<file path="src/rtl/tlsd_pkg.sv">
// Package for the TLS record stream deframer: phase codes, header field
// limits, status codes and the state and result structs shared by the RTL.
// No dependencies.
`default_nettype none

package tlsd_pkg;

	typedef enum logic [1:0] {
		PH_HEADER  = 2'd0,
		PH_BODY    = 2'd1,
		PH_NOT_TLS = 2'd2,
		PH_BROKEN  = 2'd3
	} phase_t;

	localparam logic [1:0] STATUS_OK      = 2'd0;
	localparam logic [1:0] STATUS_NOT_TLS = 2'd1;
	localparam logic [1:0] STATUS_BROKEN  = 2'd2;

	localparam logic [7:0]  TYPE_MIN       = 8'h14;
	localparam logic [7:0]  TYPE_MAX       = 8'h17;
	localparam logic [7:0]  VER_MAJOR      = 8'h03;
	localparam logic [7:0]  VER_MINOR_MAX  = 8'h04;
	localparam logic [15:0] MAX_LEN_RESET  = 16'd18432;

	// Header byte positions.
	localparam logic [2:0] POS_TYPE      = 3'd0;
	localparam logic [2:0] POS_MAJOR     = 3'd1;
	localparam logic [2:0] POS_MINOR     = 3'd2;
	localparam logic [2:0] POS_LEN_HIGH  = 3'd3;

	typedef struct packed {
		phase_t      phase;
		logic [2:0]  header_position;
		logic [7:0]  current_type;
		logic [15:0] current_length;
		logic [15:0] body_remaining;
	} state_t;

	typedef struct packed {
		logic [7:0]  out_byte;
		logic        in_header;
		logic [7:0]  record_type;
		logic [15:0] body_length;
		logic        record_end;
		logic [1:0]  status;
	} result_t;

endpackage

`default_nettype wire

</file>
<file path="src/rtl/tls_record_stream_deframer.sv">
// TLS record stream deframer, top level: input register, parser state,
// result register and the body length limit register.
// Depends on tlsd_pkg and tlsd_step.
//
// Usage: bytes of an in-order client stream enter one per beat on the data
// channel (data_valid, data_byte; the block drives data_stall). Each byte
// leaves as one result beat on the result channel (result_valid and the
// result fields; the receiver drives result_stall): the byte itself, a
// header tag, the record type and body length, a record end mark and the
// stream status. A byte accepted into the input register moves into the
// result register once that register can take a beat, and is then held
// there until the receiver takes it. While the receiver does not stall,
// the block sustains one byte per cycle; the only loop is the parser
// state, updated as a byte moves from the input to the result register.
// When the receiver stalls, the result register holds its beat, the input
// register fills, and data_stall rises once both hold a byte; nothing is
// dropped. Reset returns the parser to the first header byte with status
// ok, empties both registers and restores the body length limit to 18432.
// The limit is written over the cfg channel (cfg_valid, cfg_ready,
// cfg_data); cfg_ready is always high, and writes are meant to happen only
// while no byte is in flight.
`default_nettype none

module tls_record_stream_deframer import tlsd_pkg::*; (
	input  logic        clk,
	input  logic        arst_n,

	input  logic        cfg_valid,
	output logic        cfg_ready,
	input  logic [15:0] cfg_data,

	input  logic        data_valid,
	output logic        data_stall,
	input  logic [7:0]  data_byte,

	output logic        result_valid,
	input  logic        result_stall,
	output logic [7:0]  out_byte,
	output logic        in_header,
	output logic [7:0]  record_type,
	output logic [15:0] body_length,
	output logic        record_end,
	output logic [1:0]  status
);

	logic        valid_s1;
	logic [7:0]  byte_s1;
	logic        valid_s2;
	result_t     res_s2;
	state_t      state_q;
	state_t      state_nxt;
	result_t     res_nxt;
	logic [15:0] max_len_q;
	logic        advance;

	// The result register can take a new beat when empty or being drained.
	assign advance    = !valid_s2 || !result_stall;
	assign data_stall = valid_s1 && !advance;
	assign cfg_ready  = 1'b1;

	tlsd_step u_step (
		.cur             (state_q),
		.data_byte       (byte_s1),
		.max_body_length (max_len_q),
		.nxt             (state_nxt),
		.res             (res_nxt)
	);

	// Input register and body length limit.
	always_ff @(posedge clk or negedge arst_n) begin
		if (!arst_n) begin
			valid_s1  <= 1'b0;
			max_len_q <= MAX_LEN_RESET;
		end else begin
			if (!data_stall)
				valid_s1 <= data_valid;
			if (cfg_valid && cfg_ready)
				max_len_q <= cfg_data;
		end
	end

	always_ff @(posedge clk) begin
		if (data_valid && !data_stall)
			byte_s1 <= data_byte;
	end

	// Parser state and result register valid.
	always_ff @(posedge clk or negedge arst_n) begin
		if (!arst_n) begin
			valid_s2                <= 1'b0;
			state_q.phase           <= PH_HEADER;
			state_q.header_position <= POS_TYPE;
			state_q.current_type    <= 8'h00;
			state_q.current_length  <= 16'h0000;
			state_q.body_remaining  <= 16'h0000;
		end else if (advance) begin
			valid_s2 <= valid_s1;
			if (valid_s1)
				state_q <= state_nxt;
		end
	end

	always_ff @(posedge clk) begin
		if (advance && valid_s1)
			res_s2 <= res_nxt;
	end

	assign result_valid = valid_s2;
	assign out_byte     = res_s2.out_byte;
	assign in_header    = res_s2.in_header;
	assign record_type  = res_s2.record_type;
	assign body_length  = res_s2.body_length;
	assign record_end   = res_s2.record_end;
	assign status       = res_s2.status;

endmodule

`default_nettype wire

</file>
<file path="src/rtl/tlsd_step.sv">
// Per-byte deframing logic: next parser state and the tagged result beat.
// Purely combinational; depends on tlsd_pkg.
`default_nettype none

module tlsd_step import tlsd_pkg::*; (
	input  state_t      cur,
	input  logic [7:0]  data_byte,
	input  logic [15:0] max_body_length,
	output state_t      nxt,
	output result_t     res
);

	logic [15:0] full_length;
	logic [15:0] remaining_dec;

	assign full_length   = {cur.current_length[15:8], data_byte};
	assign remaining_dec = cur.body_remaining - 16'd1;

	always_comb begin
		nxt                 = cur;
		res.out_byte        = data_byte;
		res.in_header       = 1'b0;
		res.record_type     = 8'h00;
		res.body_length     = 16'h0000;
		res.record_end      = 1'b0;

		unique case (cur.phase)
			PH_HEADER: begin
				res.in_header = 1'b1;
				unique case (cur.header_position)
					POS_TYPE: begin
						nxt.current_type    = data_byte;
						nxt.current_length  = 16'h0000;
						if (data_byte < TYPE_MIN || data_byte > TYPE_MAX)
							nxt.phase = PH_NOT_TLS;
						nxt.header_position = POS_MAJOR;
					end
					POS_MAJOR: begin
						if (data_byte != VER_MAJOR)
							nxt.phase = PH_NOT_TLS;
						nxt.header_position = POS_MINOR;
					end
					POS_MINOR: begin
						if (data_byte > VER_MINOR_MAX)
							nxt.phase = PH_NOT_TLS;
						nxt.header_position = POS_LEN_HIGH;
					end
					POS_LEN_HIGH: begin
						// The high byte alone can already exceed the limit.
						nxt.current_length = {data_byte, 8'h00};
						if ({data_byte, 8'h00} > max_body_length)
							nxt.phase = PH_BROKEN;
						nxt.header_position = cur.header_position + 3'd1;
					end
					default: begin
						nxt.current_length  = full_length;
						nxt.header_position = POS_TYPE;
						res.body_length     = full_length;
						if (full_length > max_body_length) begin
							nxt.phase = PH_BROKEN;
						end else if (full_length == 16'h0000) begin
							// Empty body: the header closes the record.
							res.record_end = 1'b1;
						end else begin
							nxt.body_remaining = full_length;
							nxt.phase          = PH_BODY;
						end
					end
				endcase
				res.record_type = nxt.current_type;
			end
			PH_BODY: begin
				res.record_type    = cur.current_type;
				res.body_length    = cur.current_length;
				nxt.body_remaining = remaining_dec;
				if (remaining_dec == 16'h0000) begin
					res.record_end      = 1'b1;
					nxt.phase           = PH_HEADER;
					nxt.header_position = POS_TYPE;
				end
			end
			default: begin
				// Sticky error phases: echo only.
			end
		endcase

		unique case (nxt.phase)
			PH_NOT_TLS: res.status = STATUS_NOT_TLS;
			PH_BROKEN:  res.status = STATUS_BROKEN;
			default:    res.status = STATUS_OK;
		endcase
	end

endmodule

`default_nettype wire

</file>
<file path="config.mk">
export PLATFORM = sky130hd
export DESIGN_NAME = tls_record_stream_deframer
export DESIGN_NICKNAME = d
export VERILOG_FILES = /design/src/rtl/tlsd_pkg.sv /design/src/rtl/tls_record_stream_deframer.sv /design/src/rtl/tlsd_step.sv
export SDC_FILE = /design/constraint.sdc
export NUM_CORES = 1
export LEC_CHECK = 0
export BUFFER_PORTS_ARGS = -buffer_cell sky130_fd_sc_hd__clkbuf_2
export CORE_ASPECT_RATIO = 1.5
export CORE_UTILIZATION = 55
export CTS_CLUSTER_DIAMETER = 40
export DETAILED_ROUTE_END_ITERATION = 6
export HOLD_SLACK_MARGIN = 0.08
export PLACE_DENSITY = 0.82
export SLEW_MARGIN = 0
export SYNTH_ARGS = -nofsm -noshare
export SYNTH_HDL_FRONTEND = slang
export SYNTH_SLANG_ARGS = --single-unit
</file>
<file path="constraint.sdc">
create_clock -name clk -period 9.89 [get_ports clk]
set_clock_uncertainty 0.1 [all_clocks]
set_input_delay 1.978 -clock clk [delete_from_list [all_inputs] [get_ports clk]]
set_output_delay 1.978 -clock clk [all_outputs]
set_load 0.02 [all_outputs]
</file>
# Word level (Yosys, flattened, before mapping)
# Cells that the tools add are included.
dict set report totals {
  inputBits 29
  out_inout_bits 39
  ff_bits 107
}
dict set report classes {
  bitwise 1
  add_sub_neg 2
  magnitude_cmp 5
  muxes 22
  n_eq_ne 11
  reduce_logical 23
}
# cell count
set ops {}
lappend ops {{case mux 25 bit (2 select lines)} 1}
lappend ops {{2-to-1 mux 16 bit} 3}
lappend ops {{case mux 16 bit (3 select lines)} 1}
lappend ops {{> comparator 16 bit} 2}
lappend ops {{logical NOT 16 bit} 2}
lappend ops {{case mux 16 bit (2 select lines)} 1}
lappend ops {{case mux 5 bit (4 select lines)} 1}
lappend ops {{2-to-1 mux 17 bit} 1}
lappend ops {{subtractor 16 x 1 -> 16 bit (second input constant)} 1}
lappend ops {{2-to-1 mux 2 bit} 6}
lappend ops {{case mux 5 bit (2 select lines)} 1}
lappend ops {{> comparator 8 x 3 -> 1 bit (second input constant)} 1}
lappend ops {{> comparator 8 x 5 -> 1 bit (second input constant)} 1}
lappend ops {{less-than comparator 8 x 5 -> 1 bit (second input constant)} 1}
lappend ops {{2-to-1 mux 8 bit} 1}
lappend ops {{inequality test 8 x 2 -> 1 bit (second input constant)} 1}
lappend ops {{AND reduction 4 bit} 2}
lappend ops {{equality test 3 x 2 -> 1 bit (second input constant)} 2}
lappend ops {{inequality test 2 bit (second input constant)} 3}
lappend ops {{AND reduction 6 bit} 1}
lappend ops {{2-to-1 mux 5 bit} 1}
lappend ops {{AND reduction 5 bit} 1}
lappend ops {{equality test 2 bit (second input constant)} 2}
lappend ops {{logical NOT 1 bit} 4}
lappend ops {{other kinds (16)} 23}

# Depth between registers and ports, before layout
# Gate-level depths: netlist (run 1).
dict set report depth {
  ltp_word 7
  ltp_mapped 9
}

# Cells and area by module
# From an unflattened synthesis (run 1), not the netlist that was laid out.
dict set report unflattened {
  cells_unflattened 564
  area_unflattened_um2 6448.7
}
# module cells_each instances area_each_um2
set by_module_without_submodules {}
lappend by_module_without_submodules {tls_record_stream_deframer 183 1 3887.5}
lappend by_module_without_submodules {tlsd_step 381 1 2561.2}

# Least setup slack after synthesis (run 1)
# Ideal clock, no wire load.
dict set report synth_path {
  path_type {in2reg}
  start {input port result_stall}
  end {register state_q[24] (netlist bit)}
  required_ns 9.669
  slack_ns 4.267
  arrival_time_ns 5.402
  path_stages 5
  setup_time_ns 0.121
  path_cell_list {a21boi_1 > o211ai_1 > or3_1 > clkbuf_1 > a22o_1}
}
dict set report synth_between {
  elab_chain_cells 3
}
# item line
set synth_lines {}
lappend synth_lines {{start, declared} tls_record_stream_deframer.sv:37} ;# input logic result_stall,
lappend synth_lines {{logical NOT 1 bit} tls_record_stream_deframer.sv:57} ;# assign advance = !valid_s2 || !result_stall;
lappend synth_lines {{logical OR 1 bit} tls_record_stream_deframer.sv:57}
lappend synth_lines {{AND reduction 5 bit (no line)} n/a}
lappend synth_lines {{end signal, assigned} tls_record_stream_deframer.sv:99} ;# state_q <= state_nxt;
lappend synth_lines {{end, declared} tls_record_stream_deframer.sv:50} ;# state_t state_q;
# No other way between the ends.
# A chain may end at the register's enable or synchronous reset.

# Worst setup path after layout (run 1)
dict set report layout_path {
  start {input port result_stall}
  end {output port data_stall}
}
dict set report layout_between {
  elab_chain_cells 4
}
# item line
set layout_lines {}
lappend layout_lines {{logical NOT 1 bit} tls_record_stream_deframer.sv:57}
lappend layout_lines {{logical OR 1 bit} tls_record_stream_deframer.sv:57}
lappend layout_lines {{logical NOT 1 bit} tls_record_stream_deframer.sv:58} ;# assign data_stall = valid_s1 && !advance;
lappend layout_lines {{logical AND 1 bit} tls_record_stream_deframer.sv:58}
lappend layout_lines {{end, declared} tls_record_stream_deframer.sv:33} ;# output logic data_stall,
# No other way between the ends.

==> metrics.md, run 1 <==
| Metric | Value |
|---|---|
| Outcome | finished with violations |
| Failing checks | DRC |
| Critical Path RT | 7.81 ns |
| Clk buf depth | 2 |
| Maximum vdd ir drop | 96.2 uV |
| Core area | ~0.01 sq mm |
| H-tree levels | 3 |
| Hold Crit Depth | 2 |
| Yosys warnings | 0 |
| CTS sink count | 107 |
| Area contributors post-synth | dfrtp_1 27%, edfxtp_1 24%, ha_1 6.8% |
| Wire length per cell | 18.8 um |
| Flop-to-flop setup slack | 6.35 ns |
| Final net count | 626 |
| Setup crit start kind | primary input |
| Hpwl dp | between 8 and 9 mm |
| Vias | 4422 |
| Setup TNS | 0 ns |
| Commonest cells in the netlist | 61 x dfrtp_1, 44 x edfxtp_1, 40 x nor2_1 |
| CTS root buf | clkbuf_16 |
| Crit path DAT | 2.48 ns |
| Non-filler cells, final | 687 |
| Placer Congestion | 0.854 |
| Worst min-delay path class | flip-flop to flip-flop |
| Layout Utilization | 64.2% |
| Fmax | 219 MHz |
| Row count | 44 |
| Vias per Instance | roughly 6.4 |
| Final clock period utilization by the worst path | 46.1% |
| Initial drt markers | ~440 |
| Worst skew pair latency | 0.34 ns |
| Ant diodes | 0 |
| Hold Crit Endpoint | state_q[32] |
| Vias in the first global route | 4364 |
| Count leader, synth | dfrtp_1 |
| Synthesized flop and latch total | 107 |
| FF+latch area | 0.00290 sq mm |
| Worst r2r dst | state_q[3] |
| GRT overflow | 0 |
| Hold Vio Cnt, Final | 0 |
| DRC | 10 |
| Slew @ Worst Pin | 1.06 ns |
| Ys flop type | dfrtp_1 |
| Cells after Synth | 514 |
| Die width | 84.1 um |
| Post-CTS Hold Buffers | 0 |
| Final Slew Violations | 0 |
| Post-synth EDFFs | 44 |
| Top-area cell type share of the netlist area | 27.5% |
| Post-CTS setup buffer count | 0 |
| Die Height | about 130 um |
| Crit path time final | around 4.6 ns |
| Placed Instances | around 670 |
| Seq/Total Area, Yosys | between 50% and 60% |
| Die footprint | 0.0105 sq mm |
| Layout area overhead | 12.6% |
| Async S/R FF share, synth | 58.9% |
| WL final | 12.9 mm |
| Reg2Reg Depth | 7 |
| CTS buffer count | 9 |
| GR Util All Layers | 25.7% |
| Count of different cell masters after synthesis | 65 |
| Syn Nets | 573 |
| Setup violations, final | 0 |
| Drt pass-1 iters | 7 |
| Share of cells above drive strength 1 | roughly a fifth |
| Global-route wire length before repair | 21.2 mm |
| FILL cells | roughly 730 |
| Syn avg cell area | 10.8 sq um |
| Mapped Area | 0.00556 sq mm |
| Footprint of the multi-input gates | 0.00245 sq mm |
| CP endpoint kind | primary output |
| Initial Util | roughly 57% |
| Top cell type by total area after synthesis | dfrtp_1 |
| CTS tree | done |
| Io pins | 68 |
| Worst Hold Launch | state_q[32] |
| Max cap viols | 0 |
| Slew headroom | 28.5% |
| Crit path max fanout | 3 |
| Largest net degree at the start of global routing | 64 |
| CTS resizes | 0 |
| Reg clk slew, reported paths | 0.07 ns |
| Input/output buffers | 66 |
| Initial antenna violation count | 0 |
| Pwr per Cell Area | 191 mW/mm^2 |
| Hold slack | between 0.3 and 0.4 ns |
| RSZ-0062 raised after global routing | no |
| Reg-to-Reg Start | byte_s1[3] |
| Post-route ant nets | 0 |
| Critical path class | primary input to primary output |
| P_leak | 2.75 nW |
==> sequential cells by signal (all words and copies together), names as in the netlist, named ones only <==
| register | flops |
|---|---|
| result_valid | 1 |
| status | 2 |
| valid_s1 | 1 |
| record_type | 8 |
| max_len_q | 16 |
| byte_s1 | 8 |
| state_q | 44 |
| in_header | 1 |
| out_byte | 8 |
| record_end | 1 |
| body_length | 16 |
==> report_power, final <==
| group | switching (mW) | internal (mW) |
|---|---|---|
| Clock | 0.158 | 0.196 |
| Sequential | 0.0710 | 0.518 |
| Combinational | 0.144 | 0.108 |
| Total | 0.373 | 0.822 |
==> logic make-up after synthesis <==
group	Yosys count	synth area share, %
and+or+nand+nor	160	15.1
buffers and inverters	54	3.94
adders and majority gates	30	6.76
DFF	107	52.2
muxes	17	3.24
other	1	0.0675
AOI/OAI and AO/OA	142	18.2
xor gates and xnor gates	3	0.473
==> metal layers <==
metal	up-vias	global-route usage [%]	part of all wire, %
li1	2014	-	-
met1	2115	30.9	37
met2	223	43.2	51
met3	70	3.23	6.4
met4	0	16.7	5.2
met5	-	0	0
==> how the worst max path moves through the flow <==
stage               cells after the start    startpoint           to  slack, ns
floorplan                               5  result_stall  state_q[24]       4.27
global placement                        9  result_stall  state_q[13]       5.25
detailed placement                      9  result_stall  state_q[13]       5.06
CTS                                     4  result_stall   data_stall       5.32
global route                            4  result_stall   data_stall       5.29
finish                                  4  result_stall   data_stall       5.33
==> stage by stage <==
| step | setup slack, ns | power, mW | area [sq um] |
|---|---|---|---|
| after floorplan | 4.27 | 0.771 | 5560 |
| after global placement | 5.25 | 0.825 | 5960 |
| after detailed placement | 5.06 | 0.840 | 5960 |
| after CTS | 5.32 | 1.19 | 6250 |
| after global routing | 5.29 | 1.25 | 6250 |
| final | 5.33 | 1.19 | 6250 |
==> area by class of cell <==
| type | instances | share of cell area (%) |
|---|---|---|
| Multi-Input combinational cell | 353 | 39.1 |
| Tap cell | 115 | 2.30 |
| Clock buffer | 10 | 3.66 |
| Clock inverter | 6 | 1.04 |
| Timing Repair Buffer | 73 | 6.12 |
| Inverter | 23 | 1.38 |
| Sequential cell | 107 | 46.4 |
==> placed cells by master (no fill, tap or decap), types with 12 or more instances in the layout <==
master and instances:
a21oi_1 22, a22o_1 26, and2_1 12, clkbuf_2 66, dfrtp_1 61, edfxtp_1 44
ha_1 30, inv_1 22, nand2_1 39, nor2_1 40, nor3_1 13, o21ai_0 32
==> worst max-delay path, stage by stage <==
cell	delay, ns
clkbuf_2	0.13
nand3_1	0.12
inv_1	0.08
clkbuf_2	0.17
No activity file was read; power rests on OpenSTA's default activity.
==> run 2, diff against run 1 <==
ABC_AREA = 1   (was not set)
clock period = 4.3 ns   (was 9.89 ns; I/O delays follow)
==> metrics.md, run 2 <==
| Metric | Value |
|---|---|
| Outcome | finished with violations |
| Failing checks | DRC |
| Io pins | 68 |
| Max FFs per register | 44 |
| Final Slew Violations | 0 |
| Maximum vdd ir drop | 302 uV |
| Post-CTS setup buffer count | 0 |
| Critical Path RT | between 4 and 5 ns |
| Setup violations, final | 0 |
| Count of different cell masters after synthesis | 33 |
| Biggest register | state_q |
| CTS tree | done |
| Top cell type by total area after synthesis | dfrtp_1 |
| Slowest stage delay, CP | 0.41 ns |
| Initial Util | 57.6% |
| CP Cell Sequence | inv_1 > ha_1 > nand2_4 > inv_2 > nor2_4 > nand2_1 > inv_2 > nor2_1 > nor2_2 > nand2_2 > nand2_1 > o21ai_1 |
| Largest net degree at the start of global routing | 42 |
| Count leader, synth | nand2_1 |
| Seq/Total Area, Yosys | between 50 and 60% |
| CTS sink count | 107 |
| Layout Utilization | 64.8% |
| Die width | 84.7 um |
| Input/output buffers | 66 |
| Hpwl dp | slightly above 9 mm |
| Initial drt markers | 467 |
| Die footprint | 0.0107 sq mm |
| Syn avg cell area | 8.67 sq um |
| Slew headroom | 31.6% |
| CP bufs+invs | 3 |
| Setup TNS | 0 ns |
| CTS buffer count | 9 |
| Vias in the first global route | approximately 4600 |
| Ys flop type | dfrtp_1 |
| Core area | 0.00980 sq mm |
| RSZ-0062 raised after global routing | no |
| H-tree levels | 3 |
| Vias | 4660 |
| CP max-delay cell | dfrtp_1 |
| Max cap viols | 0 |
| GR Util All Layers | 25.5% |
| Global-route wire length before repair | 21.2 mm |
| Pwr per Cell Area | roughly 350 mW/mm^2 |
| Slew @ Worst Pin | 1.03 ns |
| Area contributors post-synth | dfrtp_1 27%, edfxtp_1 23%, nand2_1 9.6% |
| CP endpoint kind | flip-flop |
| Final clock period utilization by the worst path | 58.2% |
| Cells after Synth | 651 |
| Initial antenna violation count | 0 |
| Drt pass-1 iters | 7 |
| Hold Vio Cnt, Final | 0 |
| Final net count | around 770 |
| P_leak | ~3.1 nW |
| Setup crit start kind | flip-flop |
| Die Height | 126 um |
| Vias per Instance | 5.59 |
| Synthesized flop and latch total | 107 |
| Wire length per cell | 15.2 um |
| Clk buf depth | 2 |
| Share of cells above drive strength 1 | 18.4% |
| Mapped Area | 0.00564 sq mm |
| Placer Congestion | 0.933 |
| Top-area cell type share of the netlist area | between 20% and 30% |
| Post-synth EDFFs | 44 |
| Critical path class | flip-flop to flip-flop |
| Worst skew pair latency | 0.36 ns |
| GRT overflow | 0 |
| Worst min-delay path class | flip-flop to flip-flop |
| Ant diodes | 0 |
| WL final | 12.7 mm |
| Crit path time final | 2.50 ns |
| Post-route ant nets | 0 |
| Most frequent cells in the layout | 145 x nand2_1, 83 x inv_1, 66 x clkbuf_2, 64 x o21ai_0, 61 x dfrtp_1 |
| Syn Nets | 710 |
| Most common cell after layout, fill and taps aside | nand2_1 |
| Yosys warnings | 0 |
| Commonest cells in the netlist | 145 x nand2_1, 83 x inv_1, 64 x o21ai_0 |
| CTS root buf | clkbuf_16 |
| CP delay by family, top | simple AND/OR/NAND/NOR gates |
| Post-CTS Hold Buffers | 0 |
| Crit path DAT | ~2.6 ns |
| Layout area overhead | 12.5% |
| Row count | 44 |
| Reg clk slew, reported paths | 0.07 ns |
| Fmax | 399 MHz |
| Crit path max fanout | 32 |
| Async S/R FF share, synth | approximately three fifths |
| DRC | 1 |
| CTS resizes | 0 |
## run 2: cell types whose count changed after synthesis, moves of 11 or more
cell	delta
o21ai_1	+21
nor3_1	-11
and2_1	-11
nand3_1	+29
a22o_1	-26
inv_1	+61
o22ai_1	+22
inv_2	+12
nand2_1	+106
o21ai_0	+32
nor2_2	+15
clkbuf_1	-16
## run 2: cells by family after synthesis
group	count (synthesis)	share of synthesized area, %
adders and majority gates	30	6.65
and+or+nand+nor	273	22.1
buffers and inverters	112	7.85
DFF	107	51.4
AOI/OAI and AO/OA	128	11.9
other	1	0.0664
## run 2: worst min-delay path, cell delays in order (launching register included)
cell and delay [ns]:
dfrtp_1 0.33, inv_1 0.07, nand2_1 0.07
## run 2: metal layers
layer | GRT usage (%) | part of all wire (%) | up-vias
met1 | 29.8 | 39 | 2161
met2 | 44.2 | 52 | 186
met5 | 0 | 0 | -
li1 | - | - | 2267
met4 | 13.6 | 4.2 | 0
met3 | 4.72 | 5.3 | 46
## run 2: worst paths after layout
kind	startpoint	depth (start not counted)	slack, ns	end
max	state_q[40]	12	1.80	state_q[4]
min	valid_s1	2	0.41	result_valid
max reg2reg	state_q[40]	12	1.80	state_q[4]
min reg2reg	valid_s1	2	0.41	result_valid
max in group asynchronous	arst_n	2	2.64	state_q[3]
min in group asynchronous	arst_n	1	0.56	result_valid
## run 2: area by class of cell
cell class / instances / area, sq um
Clock buffer: 10 / 229
Tap cell: 115 / 144
Multi-Input combinational cell: 432 / 2300
Timing Repair Buffer: 68 / 345
Sequential cell: 107 / 2900
Fill cell: 797 / 3450
Inverter: 95 / 357
Clock inverter: 6 / 76.3
## run 2: stage by stage
step / power, mW / setup slack (ns) / std cells / area [sq um] / hold slack, ns
after floorplan: 1.32 / 1.59 / 651 / 5640 / 0.365
after global placement: 1.41 / 1.84 / 817 / 6050 / 0.381
after detailed placement: 1.42 / 1.75 / 817 / 6050 / 0.393
after CTS: 2.26 / 1.81 / 833 / 6350 / 0.413
after global routing: 2.33 / 1.51 / 833 / 6350 / 0.454
final: 2.24 / 1.80 / 833 / 6350 / 0.406
## run 2: report_power, final
part	leakage [nW]	switching, mW	total (mW)	internal, mW
clock network	0.150	0.384	0.847	0.463
registers	1.14	0.0287	1.15	1.13
logic	1.84	0.166	0.241	0.0753
total	3.13	0.579	2.24	1.66
==> run 3, diff against run 2 <==
CORE_UTILIZATION = 53   (was 55)
PLACE_DENSITY = 0.83   (was 0.82)
clock period = 2.1 ns   (was 4.3 ns; I/O delays follow)
==> metrics.md, run 3 (same netlist as run 2, synthesis figures left out) <==
| Metric | Value |
|---|---|
| Worst min-delay path class | primary input to flip-flop |
| Post-route ant nets | 0 |
| Vias in the first global route | between 4000 and 5000 |
| Initial antenna violation count | 0 |
| Core area | roughly 0.010 sq mm |
| CTS buffer count | 9 |
| Die footprint | 0.0111 sq mm |
| Input/output buffers | 66 |
| Worst skew pair latency | 0.35 ns |
| Final Slew Violations | 0 |
| Initial drt markers | approximately 550 |
| GRT overflow | 0 |
| Die width | 86.3 um |
| RSZ-0062 raised after global routing | yes |
| Max cap viols | 0 |
| Layout area overhead | 24.1% |
| Outcome | finished with violations |
| Setup violations, final | 18 |
| DRC | 0 |
| Critical Path RT | 2.24 ns |
| Failing checks | setup timing |
| Overall power | 4.72 mW |
| Die Height | 128 um |
| Fmax | about 450 MHz |
| Hpwl dp | 9.92 mm |
| Reg clk slew, reported paths | 0.07 ns |
| Critical path class | flip-flop to flip-flop |
| Global-route wire length before repair | 22.6 mm |
| Hold Vio Cnt, Final | 0 |
| Largest net degree at the start of global routing | 38 |
| Slew @ Worst Pin | 0.595 ns |
| CTS tree | done |
| Max FFs per register | 44 |
| Initial Util | 55.1% |
| Crit path max fanout | 16 |
| Row count | 45 |
| Crit path time final | 2.21 ns |
| CTS sink count | approximately 110 |
| Final net count | 817 |
| Final instance area | 0.00701 sq mm |
| Crit path DAT | 2.34 ns |
| Share of cells above drive strength 1 | 28.7% |
| H-tree levels | 3 |
| GR Util All Layers | 26.7% |
| WL final | between 10 and 15 mm |
| Most frequent cells in the layout | 134 x nand2_1, 77 x inv_1, 66 x clkbuf_2, 60 x o21ai_0, 59 x dfrtp_1 |
| Final clock period utilization by the worst path | 105% |
| Placer Congestion | around 0.88 |
| Io pins | 68 |
| Wire length per cell | approximately 16 um |
| Maximum vdd ir drop | 532 uV |
| Pwr per Cell Area | about 670 mW/mm^2 |
| Final worst setup slack | -0.107 ns |
| Setup crit start kind | flip-flop |
| Clk buf depth | 2 |
| CP endpoint kind | flip-flop |
| Placement Cell Area | 0.00636 sq mm |
| P_leak | 3.42 nW |
| Vias | 4976 |
| Layout Utilization | about two thirds |
| Hold slack | around 0.14 ns |
| Ant diodes | 0 |
| CTS root buf | clkbuf_16 |
| Drt pass-1 iters | 5 |
| Biggest register | state_q |
| Vias per Instance | about 5.5 |
| Most common cell after layout, fill and taps aside | nand2_1 |
| Slew headroom | 60.3% |
-- run 3: layer usage --
metal | part of all wire [%] | GRT usage, % | vias up
met5 | 0 | 0 | -
met4 | 4.5 | 15.5 | 0
met3 | 5.0 | 4.68 | 57
met2 | 54 | 47.5 | 206
met1 | 37 | 29.8 | 2356
li1 | - | - | 2357
-- run 3: final timing paths --
kind / from / to / slack (ns) / cells after the start
max in group asynchronous: arst_n / state_q[1] / 0.75 / 3
min: data_byte[6] / byte_s1[6] / 0.14 / 1
min in group asynchronous: arst_n / state_q[22] / 0.54 / 2
max: max_len_q[11] / state_q[9] / -0.11 / 13
min reg2reg: state_q[15] / state_q[15] / 0.42 / 2
max reg2reg: max_len_q[11] / state_q[9] / -0.11 / 13
-- run 3: cell type report --
type                       instances  area (sq um)
sequential                       107          2900
inverter                          95           362
timing repair buffer             113           742
multi-input combinational        432          2510
fill                             801          3240
tap                              141           176
clock inverter                     7          83.8
clock buffer                       9           225
-- run 3: power breakdown --
group	total, mW	switching (mW)	internal (mW)
Combinational	0.639	0.413	0.226
Sequential	2.35	0.0438	2.30
Clock	1.74	0.793	0.943
Total	4.72	1.25	3.47
-- run 3: worst max-delay path: stages (launching register included) --
cell and delay (ns):
dfstp_2 0.54, inv_2 0.05, ha_4 0.22, a21oi_1 0.14
o21ai_1 0.08, a21oi_1 0.22, nand2_1 0.11, nand2_2 0.11
nand2_2 0.06, nand2_2 0.07, nand2_4 0.08, buf_12 0.16
nand2_1 0.07, o21ai_1 0.07
-- run 3: what timing repair did --
action                                 in CTS  in global routing
endpoints found under the hold margin      18                  0
hold buffers                                1                  0
buffers inserted                            2                 10
setup endpoints to repair                  19                 32
gates cloned                                1                  0
resized for setup                          17                 37
pin swaps                                   5                 17
-- run 3: per-stage QoR --
stage	worst slack (ns)	setup TNS [ns]	instances
floorplan	-0.164	-4.07	651
global placement	-0.0617	-0.214	875
detailed placement	-0.108	-1.02	875
CTS	-0.0261	-0.118	895
global route	-0.214	-3.46	904
finish	-0.107	-1.50	904
